`src/sv/syslog_message_escaper_defines.svh`:
```
// assertion macros shared by the escaper
`ifndef SYSLOG_MESSAGE_ESCAPER_DEFINES_SVH
`define SYSLOG_MESSAGE_ESCAPER_DEFINES_SVH

// same-cycle implication, checked outside reset
`define SME_ASSERT_IMP(lbl, clk, rstn, ante, cons) \
    lbl: assert property (@(posedge clk) disable iff (!(rstn)) (ante) |-> (cons)) \
        else $error("syslog escaper: assertion failed");

// next-cycle implication, checked outside reset
`define SME_ASSERT_NXT(lbl, clk, rstn, ante, cons) \
    lbl: assert property (@(posedge clk) disable iff (!(rstn)) (ante) |=> (cons)) \
        else $error("syslog escaper: assertion failed");

`endif

```
`src/sv/sme_pkg.sv`:
```
package sme_pkg;

    typedef struct packed {
        logic [7:0] data_byte;
        logic       last_byte;
    } t_in_item;

    typedef struct packed {
        logic       kind;
        logic [7:0] out_byte;
        logic [9:0] priority_res;
        logic       last_of_run;
    } t_res_item;

    localparam int RUN_MAX = 3;

    typedef struct packed {
        logic [1:0]                  num;
        t_res_item [RUN_MAX-1:0]     items;
    } t_run;

    typedef enum logic [2:0] {
        MODE_START    = 3'd0,
        MODE_AFTER_LT = 3'd1,
        MODE_DIGITS   = 3'd2,
        MODE_TEXT     = 3'd3
    } t_mode;

    localparam logic       KIND_TEXT   = 1'b0;
    localparam logic       KIND_END    = 1'b1;

    localparam logic [9:0] PRI_DEFAULT = 10'd13;
    localparam logic [9:0] PRI_ZERO    = 10'd0;

    localparam logic [7:0] CHAR_NUL    = 8'h00;
    localparam logic [7:0] CHAR_TAB    = 8'h09;
    localparam logic [7:0] CHAR_LF     = 8'h0A;
    localparam logic [7:0] CHAR_SPACE  = 8'h20;
    localparam logic [7:0] CHAR_ZERO   = 8'h30;
    localparam logic [7:0] CHAR_LT     = 8'h3C;
    localparam logic [7:0] CHAR_GT     = 8'h3E;
    localparam logic [7:0] CHAR_CARET  = 8'h5E;
    localparam logic [7:0] CHAR_LOW_A  = 8'h61;
    localparam logic [7:0] CTRL_MAX    = 8'h1F;
    localparam logic [7:0] ESC_OFFSET  = 8'h40;
    localparam logic [7:0] CASE_BIT    = 8'h20;
    localparam logic [7:0] DIGIT_SPAN  = 8'd9;
    localparam logic [7:0] ALPHA_SPAN  = 8'd25;

    function automatic logic is_digit(input logic [7:0] b);
        logic [7:0] t;
        t = b - CHAR_ZERO;
        return t <= DIGIT_SPAN;
    endfunction

    function automatic logic is_alnum(input logic [7:0] b);
        logic [7:0] t;
        t = (b | CASE_BIT) - CHAR_LOW_A;
        return is_digit(b) || (t <= ALPHA_SPAN);
    endfunction

    // anything above 1023 falls back to the default priority
    function automatic logic [9:0] clamp_pri(input logic [63:0] v);
        return (|v[63:10]) ? PRI_DEFAULT : v[9:0];
    endfunction

endpackage

```
`src/sv/sme_in_buf.sv`:
```
module sme_in_buf (
    input  logic                i_clk,
    input  logic                i_rst_n,
    input  logic                i_valid,
    output logic                o_ready,
    input  sme_pkg::t_in_item   i_data,
    output logic                o_head_valid,
    output sme_pkg::t_in_item   o_head,
    input  logic                i_take
);

    sme_pkg::t_in_item r_mem [2];
    logic              r_wr_ptr;
    logic              r_rd_ptr;
    logic [1:0]        r_cnt;
    logic              n_wr_ptr;
    logic              n_rd_ptr;
    logic [1:0]        n_cnt;
    logic              push;
    logic              pop;

    assign o_ready      = (r_cnt != 2'd2);
    assign o_head_valid = (r_cnt != 2'd0);
    assign o_head       = r_mem[r_rd_ptr];

    assign push = i_valid && o_ready;
    assign pop  = i_take && o_head_valid;

    always_comb begin
        n_wr_ptr = push ? ~r_wr_ptr : r_wr_ptr;
        n_rd_ptr = pop ? ~r_rd_ptr : r_rd_ptr;
        n_cnt    = r_cnt + {1'b0, push} - {1'b0, pop};
    end

    always_ff @(posedge i_clk) begin
        if (!i_rst_n) begin
            r_wr_ptr <= 1'b0;
            r_rd_ptr <= 1'b0;
            r_cnt    <= 2'd0;
        end else begin
            r_wr_ptr <= n_wr_ptr;
            r_rd_ptr <= n_rd_ptr;
            r_cnt    <= n_cnt;
        end
    end

    always_ff @(posedge i_clk) begin
        if (push) begin
            r_mem[r_wr_ptr] <= i_data;
        end
    end

endmodule

```
`src/sv/sme_parse.sv`:
```
module sme_parse (
    input  logic                i_clk,
    input  logic                i_rst_n,
    input  logic                i_take,
    input  sme_pkg::t_in_item   i_item,
    output sme_pkg::t_run       o_run
);

    sme_pkg::t_mode r_mode;
    sme_pkg::t_mode n_mode;
    logic [63:0]    r_value;
    logic [63:0]    n_value;
    logic           r_ovf;
    logic           n_ovf;
    logic [9:0]     r_pri;
    logic [9:0]     n_pri;

    logic [7:0]     b;
    logic           b_digit;
    logic           b_alnum;
    logic [7:0]     digit;
    logic [67:0]    acc;
    logic           emit_en;
    logic [7:0]     c;
    logic           esc;
    logic [1:0]     tcount;
    logic           end_en;
    logic [9:0]     end_pri;
    logic [1:0]     num;
    sme_pkg::t_res_item text_item [2];
    sme_pkg::t_res_item end_item;

    assign b       = i_item.data_byte;
    assign b_digit = sme_pkg::is_digit(b);
    assign b_alnum = sme_pkg::is_alnum(b);
    assign digit   = b - sme_pkg::CHAR_ZERO;
    // value * 10 + digit, carry bits flag a 64-bit overflow
    assign acc = ({4'b0, r_value} << 3) + ({4'b0, r_value} << 1) + {60'b0, digit};

    always_comb begin
        n_mode  = r_mode;
        n_value = r_value;
        n_ovf   = r_ovf;
        n_pri   = r_pri;
        emit_en = 1'b0;
        end_en  = 1'b0;
        end_pri = r_pri;
        unique case (r_mode)
            sme_pkg::MODE_START: begin
                n_pri = sme_pkg::PRI_DEFAULT;
                if (b == sme_pkg::CHAR_NUL) begin
                    end_en  = 1'b1;
                    end_pri = sme_pkg::PRI_DEFAULT;
                end else if (b == sme_pkg::CHAR_LT) begin
                    n_mode = sme_pkg::MODE_AFTER_LT;
                end else begin
                    n_mode  = sme_pkg::MODE_TEXT;
                    emit_en = 1'b1;
                end
            end
            sme_pkg::MODE_AFTER_LT: begin
                if (b_digit) begin
                    n_value = {56'b0, digit};
                    n_ovf   = 1'b0;
                    n_mode  = sme_pkg::MODE_DIGITS;
                end else begin
                    n_pri = sme_pkg::PRI_ZERO;
                    if (b == sme_pkg::CHAR_NUL) begin
                        end_en  = 1'b1;
                        end_pri = sme_pkg::PRI_ZERO;
                    end else begin
                        n_mode  = sme_pkg::MODE_TEXT;
                        emit_en = (b != sme_pkg::CHAR_GT);
                    end
                end
            end
            sme_pkg::MODE_DIGITS: begin
                if (b_digit) begin
                    if (!r_ovf) begin
                        if (|acc[67:64]) begin
                            n_ovf = 1'b1;
                        end else begin
                            n_value = acc[63:0];
                        end
                    end
                end else if (b == sme_pkg::CHAR_NUL) begin
                    end_en  = 1'b1;
                    end_pri = r_ovf ? sme_pkg::PRI_DEFAULT : sme_pkg::clamp_pri(r_value);
                end else begin
                    n_pri   = (b_alnum || r_ovf) ? sme_pkg::PRI_ZERO
                                                 : sme_pkg::clamp_pri(r_value);
                    n_mode  = sme_pkg::MODE_TEXT;
                    emit_en = (b != sme_pkg::CHAR_GT);
                end
            end
            default: begin
                if (b == sme_pkg::CHAR_NUL) begin
                    end_en = 1'b1;
                end else begin
                    n_mode  = sme_pkg::MODE_TEXT;
                    emit_en = 1'b1;
                end
            end
        endcase

        // end of datagram closes an open message with the updated state
        if (i_item.last_byte && (b != sme_pkg::CHAR_NUL)) begin
            end_en = 1'b1;
            priority case (n_mode)
                sme_pkg::MODE_AFTER_LT: end_pri = sme_pkg::PRI_ZERO;
                sme_pkg::MODE_DIGITS:   end_pri = n_ovf ? sme_pkg::PRI_DEFAULT
                                                        : sme_pkg::clamp_pri(n_value);
                default:                end_pri = n_pri;
            endcase
        end

        if (end_en) begin
            n_mode  = sme_pkg::MODE_START;
            n_value = 64'd0;
            n_ovf   = 1'b0;
            n_pri   = sme_pkg::PRI_DEFAULT;
        end
    end

    // text escaping
    always_comb begin
        c   = (b == sme_pkg::CHAR_LF) ? sme_pkg::CHAR_SPACE : b;
        esc = (c <= sme_pkg::CTRL_MAX) && (c != sme_pkg::CHAR_TAB);
        tcount = emit_en ? (esc ? 2'd2 : 2'd1) : 2'd0;
        num    = tcount + {1'b0, end_en};

        text_item[0].kind         = sme_pkg::KIND_TEXT;
        text_item[0].out_byte     = esc ? sme_pkg::CHAR_CARET : c;
        text_item[0].priority_res = 10'd0;
        text_item[0].last_of_run  = 1'b0;
        text_item[1].kind         = sme_pkg::KIND_TEXT;
        text_item[1].out_byte     = c + sme_pkg::ESC_OFFSET;
        text_item[1].priority_res = 10'd0;
        text_item[1].last_of_run  = 1'b0;
        end_item.kind             = sme_pkg::KIND_END;
        end_item.out_byte         = 8'd0;
        end_item.priority_res     = end_pri;
        end_item.last_of_run      = 1'b0;

        o_run.num = num;
        for (int i = 0; i < sme_pkg::RUN_MAX; i++) begin
            if (i < 2 && 2'(i) < tcount) begin
                o_run.items[i] = text_item[i[0]];
            end else begin
                o_run.items[i] = end_item;
            end
            o_run.items[i].last_of_run = (2'(i + 1) == num);
        end
    end

    always_ff @(posedge i_clk) begin
        if (!i_rst_n) begin
            r_mode  <= sme_pkg::MODE_START;
            r_value <= 64'd0;
            r_ovf   <= 1'b0;
            r_pri   <= sme_pkg::PRI_DEFAULT;
        end else if (i_take) begin
            r_mode  <= n_mode;
            r_value <= n_value;
            r_ovf   <= n_ovf;
            r_pri   <= n_pri;
        end
    end

endmodule

```
`src/sv/sme_run_buf.sv`:
```
module sme_run_buf (
    input  logic                i_clk,
    input  logic                i_rst_n,
    input  logic                i_take,
    input  sme_pkg::t_run       i_run,
    output logic                o_load_ok,
    output logic                o_valid,
    input  logic                i_ready,
    output sme_pkg::t_res_item  o_data
);

    sme_pkg::t_res_item r_items [sme_pkg::RUN_MAX];
    logic [1:0]         r_num;
    logic               pop;

    assign o_valid   = (r_num != 2'd0);
    assign o_data    = r_items[0];
    assign pop       = o_valid && i_ready;
    // room for a new run once the last pending result leaves
    assign o_load_ok = (r_num == 2'd0) || ((r_num == 2'd1) && i_ready);

    always_ff @(posedge i_clk) begin
        if (!i_rst_n) begin
            r_num <= 2'd0;
        end else if (o_load_ok && i_take) begin
            r_num <= i_run.num;
        end else if (pop) begin
            r_num <= r_num - 2'd1;
        end
    end

    always_ff @(posedge i_clk) begin
        if (o_load_ok && i_take) begin
            for (int i = 0; i < sme_pkg::RUN_MAX; i++) begin
                r_items[i] <= i_run.items[i];
            end
        end else if (pop) begin
            for (int i = 0; i < sme_pkg::RUN_MAX - 1; i++) begin
                r_items[i] <= r_items[i+1];
            end
        end
    end

endmodule

```
`src/sv/syslog_message_escaper.sv`:
```
// path: input buffer register, combinational parser, run buffer register
// throughput: one byte per cycle while each byte gives at most one result and i_ready is
// high; a longer run holds off the next byte until it has left the three-entry run buffer
// a two-entry input buffer keeps input ready registered
// reset: synchronous, active low; empties both buffers and returns the parser to
// message start with priority 13
`include "syslog_message_escaper_defines.svh"

module syslog_message_escaper (
    input  logic                i_clk,
    input  logic                i_rst_n,
    input  logic                i_valid,
    output logic                o_ready,
    input  sme_pkg::t_in_item   i_data,
    output logic                o_valid,
    input  logic                i_ready,
    output sme_pkg::t_res_item  o_data
);

    logic               head_valid;
    sme_pkg::t_in_item  head;
    logic               load_ok;
    logic               take;
    sme_pkg::t_run      run;
    logic               out_end;
    logic               out_text;

    assign take = head_valid && load_ok;

    assign out_end  = o_valid && (o_data.kind == sme_pkg::KIND_END);
    assign out_text = o_valid && (o_data.kind == sme_pkg::KIND_TEXT);

    sme_in_buf u_in_buf (
        .i_clk        (i_clk),
        .i_rst_n      (i_rst_n),
        .i_valid      (i_valid),
        .o_ready      (o_ready),
        .i_data       (i_data),
        .o_head_valid (head_valid),
        .o_head       (head),
        .i_take       (take)
    );

    sme_parse u_parse (
        .i_clk   (i_clk),
        .i_rst_n (i_rst_n),
        .i_take  (take),
        .i_item  (head),
        .o_run   (run)
    );

    sme_run_buf u_run_buf (
        .i_clk     (i_clk),
        .i_rst_n   (i_rst_n),
        .i_take    (take),
        .i_run     (run),
        .o_load_ok (load_ok),
        .o_valid   (o_valid),
        .i_ready   (i_ready),
        .o_data    (o_data)
    );

    // an end-of-message result always closes its run
    `SME_ASSERT_IMP(a_end_is_last, i_clk, i_rst_n, out_end, o_data.last_of_run)
    // text results carry no priority and end results carry no byte
    `SME_ASSERT_IMP(a_text_no_pri, i_clk, i_rst_n, out_text, o_data.priority_res == 10'd0)
    `SME_ASSERT_IMP(a_end_no_byte, i_clk, i_rst_n, out_end, o_data.out_byte == 8'd0)
    // a taken result that is not the end of its run is followed by another valid result
    `SME_ASSERT_NXT(a_run_continues, i_clk, i_rst_n, o_valid && i_ready && !o_data.last_of_run, o_valid)

endmodule

```
`config.mk`:
```
export PLATFORM = sky130hd
export DESIGN_NAME = syslog_message_escaper
export DESIGN_NICKNAME = d
export VERILOG_FILES = /design/src/sv/sme_pkg.sv /design/src/sv/sme_in_buf.sv /design/src/sv/sme_parse.sv /design/src/sv/sme_run_buf.sv /design/src/sv/syslog_message_escaper.sv
export VERILOG_INCLUDE_DIRS = /design/src /design/src/sv
export SDC_FILE = /design/constraint.sdc
export NUM_CORES = 1
export LEC_CHECK = 0
export BUFFER_PORTS_ARGS = -buffer_cell sky130_fd_sc_hd__buf_2
export CORE_MARGIN = 1
export CORE_UTILIZATION = 40
export CTS_CLUSTER_DIAMETER = 50
export DETAILED_ROUTE_END_ITERATION = 7
export SYNTH_ARGS = -nofsm -noshare
export SYNTH_HDL_FRONTEND = slang
export SYNTH_SLANG_ARGS = --single-unit
```
`constraint.sdc`:
```
create_clock -name i_clk -period 13.7 [get_ports i_clk]
set_input_delay 2.74 -clock i_clk [delete_from_list [all_inputs] [get_ports i_clk]]
set_output_delay 2.74 -clock i_clk [all_outputs]
set_load 0.01 [all_outputs]
```
==> qor.csv <==
stage,metric,value,unit
worst_setup_path,critical path's slowest cell,a2111oi_0,
sta,Final Max Tran Viols,0,
clocking,Root Driver,clkbuf_16,
worst_setup_path,Worst Path Required,13.96,ns
synthesis,syn_nets,1692,
pwr,static leakage,5.46,nW
clocking,number of buffers created by CTS,17,
pwr,"IR drop worst, VDD",0.000104,V
sta,Clock Skew,0.0139,ns
die,# IOs,35,
synthesis,Netlist cell types,86,
global_route,gr usage total,0.255,
worst_setup_path,CP Max Fanout,13,
synthesis,fraction of registers with async set/reset,0,
synthesis,Most used DFF post-synth,dfxtp_1,
place,HPWL after DPL,32500,um
pwr,cell area power density,119,nW/um^2
sta,post-route minimum period,7.44,ns
cells_and_area,Filler Cells Inserted,3136,
cells_and_area,fraction of layout cells with a size suffix above 1,0.0722,
global_route,first-pass GRT wire length,64800,um
sta,"Setup violations, final",0,
place,final RePlAce weighted congestion,1.01,
drt,Post-DRT Antenna Nets,0,
cells_and_area,# diodes,0,
drt,detailed-route wire length,41800,um
cells_and_area,Final Util,0.435,
clocking,CTS Buffer Depth,2,
worst_setup_path,Top Family by Delay on Critical Path,compound AO/OA/AOI/OAI gates,
drt,per-cell routed wire length,21.7,um
sta,final period utilization,0.543,
global_route,largest net degree at the start of global routing,86,
place,placed cells,1893,
die,Cell Rows,65,
drt,Detailed Routing Iterations Pass 1,5,
clocking,CTS sink count,154,
worst_setup_path,Buf/Inv on CP,2,
synthesis,Post-Syn Area per Cell,8.35,um^2
synthesis,Post-synth EDFFs,69,
cells_and_area,"Cell Count, Final, Fillers Out",1925,
synthesis,Cells after Synth,1541,
drt,vias per cell,6.19,
global_route,vias in the first global route,11400,
worst_setup_path,worst stage delay on the critical path,0.81,ns
clocking,Worst-path clk slew,0.07,ns
synthesis,yosys warns,0,
die,core area,31600,um^2
drt,DR vias,11900,
sta,Final TNS setup,0,ns
outcome,status,finished clean,
synthesis,register area share after synthesis,0.293,
synthesis,"FF+latch count, synth",154,
worst_setup_path,critical path type,reg2reg,
global_route,antenna violations before repair,0,
cells_and_area,"most common cell after layout, fill and taps aside",nand2_1,
worst_setup_path,critical-path cell list,mux2i_1 > inv_1 > ha_1 > xnor2_1 > fa_1 > inv_1 > ha_1 > o211ai_1 > o211ai_1 > nand3_1 > a2111oi_0 > nor3_1 > o21ai_0 > xnor2_1 > nand4b_1 > nor4_1 > a32oi_1 > nor4_4 > a221oi_2 > o31ai_1,
sta,RSZ-0062 raised after global routing,no,
drt,Iteration-0 DRC Markers,989,
clocking,TritonCTS clock tree,yes,
sta,Fin. Hold Viols,0,
global_route,most utilized layer in the global route result,met2,
global_route,GR Overflow Total,0,
global_route,GRT met1 Usage,0.320,
die,Die Width,181,um
clocking,CTS Hold Bufs,0,
die,Die H,181,um
sta,Slew headroom,0.153,
synthesis,"Cell Area, Synth",12900,um^2
global_route,global routing usage on met3,0.0450,
worst_setup_path,CP Launch Type,flip-flop,
sta,Fmax achieved,134,MHz
worst_hold_path,Hold Path Class,reg2reg,
flow_run,number of max-cap violations,0,
die,Die ar.,32900,um^2
clocking,post-CTS setup buffer count,0,
cells_and_area,Nets,1661,
clocking,worst skew pair latency,0.45,ns
global_route,met2 Use GR,0.426,
cells_and_area,Area Overhead vs Synth,6.90,%
drt,DR DRC count,0,
die,effective utilization at floorplan,0.407,
cells_and_area,most frequent cells in the layout,"nand2_1, ha_1, a21oi_1",
worst_setup_path,endpoint type of the worst setup path,flip-flop,
clocking,# resized after CTS,0,
worst_setup_path,Worst EP arrival,7.71,ns
place,I/O Buffers,34,
sta,Worst Tran Pin Value,1.24,ns
clocking,Max H-tree Level,4,
==> worst min-delay path, delay by kind of cell (launching register included) <==
| kind | cells | cell delay, ns |
|---|---|---|
| DFF | 1 | 0.32 |
| and+or+nand+nor | 1 | 0.05 |
| AOI/OAI and AO/OA | 1 | 0.08 |
==> area by class of cell <==
type	count	area, um^2	area share
clock inverters	15	134	0.00973
clock buffers	17	425	0.0309
well taps	402	503	0.0366
inverters	49	184	0.0134
repair buffers	45	253	0.0184
multi-input cells	1243	8480	0.617
flip-flops and latches	154	3770	0.274
==> power by group <==
group | switching [mW] | internal, mW
Combinational | 0.353 | 0.164
Clock | 0.222 | 0.238
Sequential | 0.0380 | 0.621
Total | 0.613 | 1.02
==> per-layer routing <==
layer / wire length, um / part of all wire
met4: 1570 / 0.038
met2: 19800 / 0.47
met5: 0 / 0
met3: 2470 / 0.059
met1: 18000 / 0.43
==> registers in the layout, summed over array words and instances, names as in the netlist, named ones only <==
register	flops
u_in_buf.r_cnt	2
u_in_buf.r_mem	18
u_in_buf.r_rd_ptr	1
u_in_buf.r_wr_ptr	1
u_parse.r_mode	3
u_parse.r_ovf	1
u_parse.r_pri	10
u_parse.r_value	64
u_run_buf.r_items	51
u_run_buf.r_num	2
==> per-stage QoR <==
stage / hold slack (ns) / worst slack (ns) / total power, mW / instance area (um^2)
after floorplan: 0.441 / 7.70 / 1.06 / 12900
after global placement: 0.456 / 6.57 / 1.18 / 13200
after detailed placement: 0.499 / 6.42 / 1.19 / 13200
after CTS: 0.509 / 6.37 / 1.65 / 13800
after global routing: 0.548 / 5.89 / 1.73 / 13800
final: 0.502 / 6.26 / 1.64 / 13800
==> logic make-up after synthesis <==
group,Yosys count,share of synthesized area
AND/OR/NAND/NOR,549,0.211
AO/OA/AOI/OAI,482,0.256
flip-flops,154,0.293
buffers and inverters,144,0.0492
adder cells (fa/ha/maj),139,0.138
XOR/XNOR,58,0.0395
multiplexers,14,0.0119
other,1,0.000291
==> Yosys cell counts, types with 9 or more instances <==
cell type,number,share of area
nand2_1,171,0.050
ha_1,132,0.13
a21oi_1,112,0.044
nor2_1,112,0.033
o21ai_0,89,0.035
dfxtp_1,85,0.13
edfxtp_1,69,0.16
clkbuf_1,61,0.018
nor2b_1,60,0.029
inv_1,48,0.014
a22oi_1,44,0.026
nand3_1,39,0.015
xnor2_1,35,0.024
nor3_1,34,0.013
nand4_1,32,0.016
o31ai_1,27,0.016
nor4_1,23,0.011
xor2_1,23,0.016
buf_4,21,0.012
and2_1,18,0.0088
a21o_1,17,0.0099
a211oi_1,16,0.0093
a21boi_0,15,0.0088
o21a_1,15,0.0088
a221oi_1,14,0.0095
o211ai_1,11,0.0064
o21bai_1,11,0.0064
or3_1,11,0.0053
a22o_1,10,0.0068
and3_1,10,0.0049
buf_2,10,0.0039
o21ai_1,10,0.0039
nand2b_1,9,0.0044
==> final timing paths <==
check | startpoint | to | slack, ns | cells past startpoint
max | flip-flop | u_run_buf.r_items[0][8] | 6.26 | 20
min | u_run_buf.r_num[1] | u_run_buf.r_num[1] | 0.50 | 2
max reg2reg | flip-flop | u_run_buf.r_items[0][8] | 6.26 | 20
min reg2reg | u_run_buf.r_num[1] | u_run_buf.r_num[1] | 0.50 | 2
No activity file was read; power rests on OpenSTA's default activity.
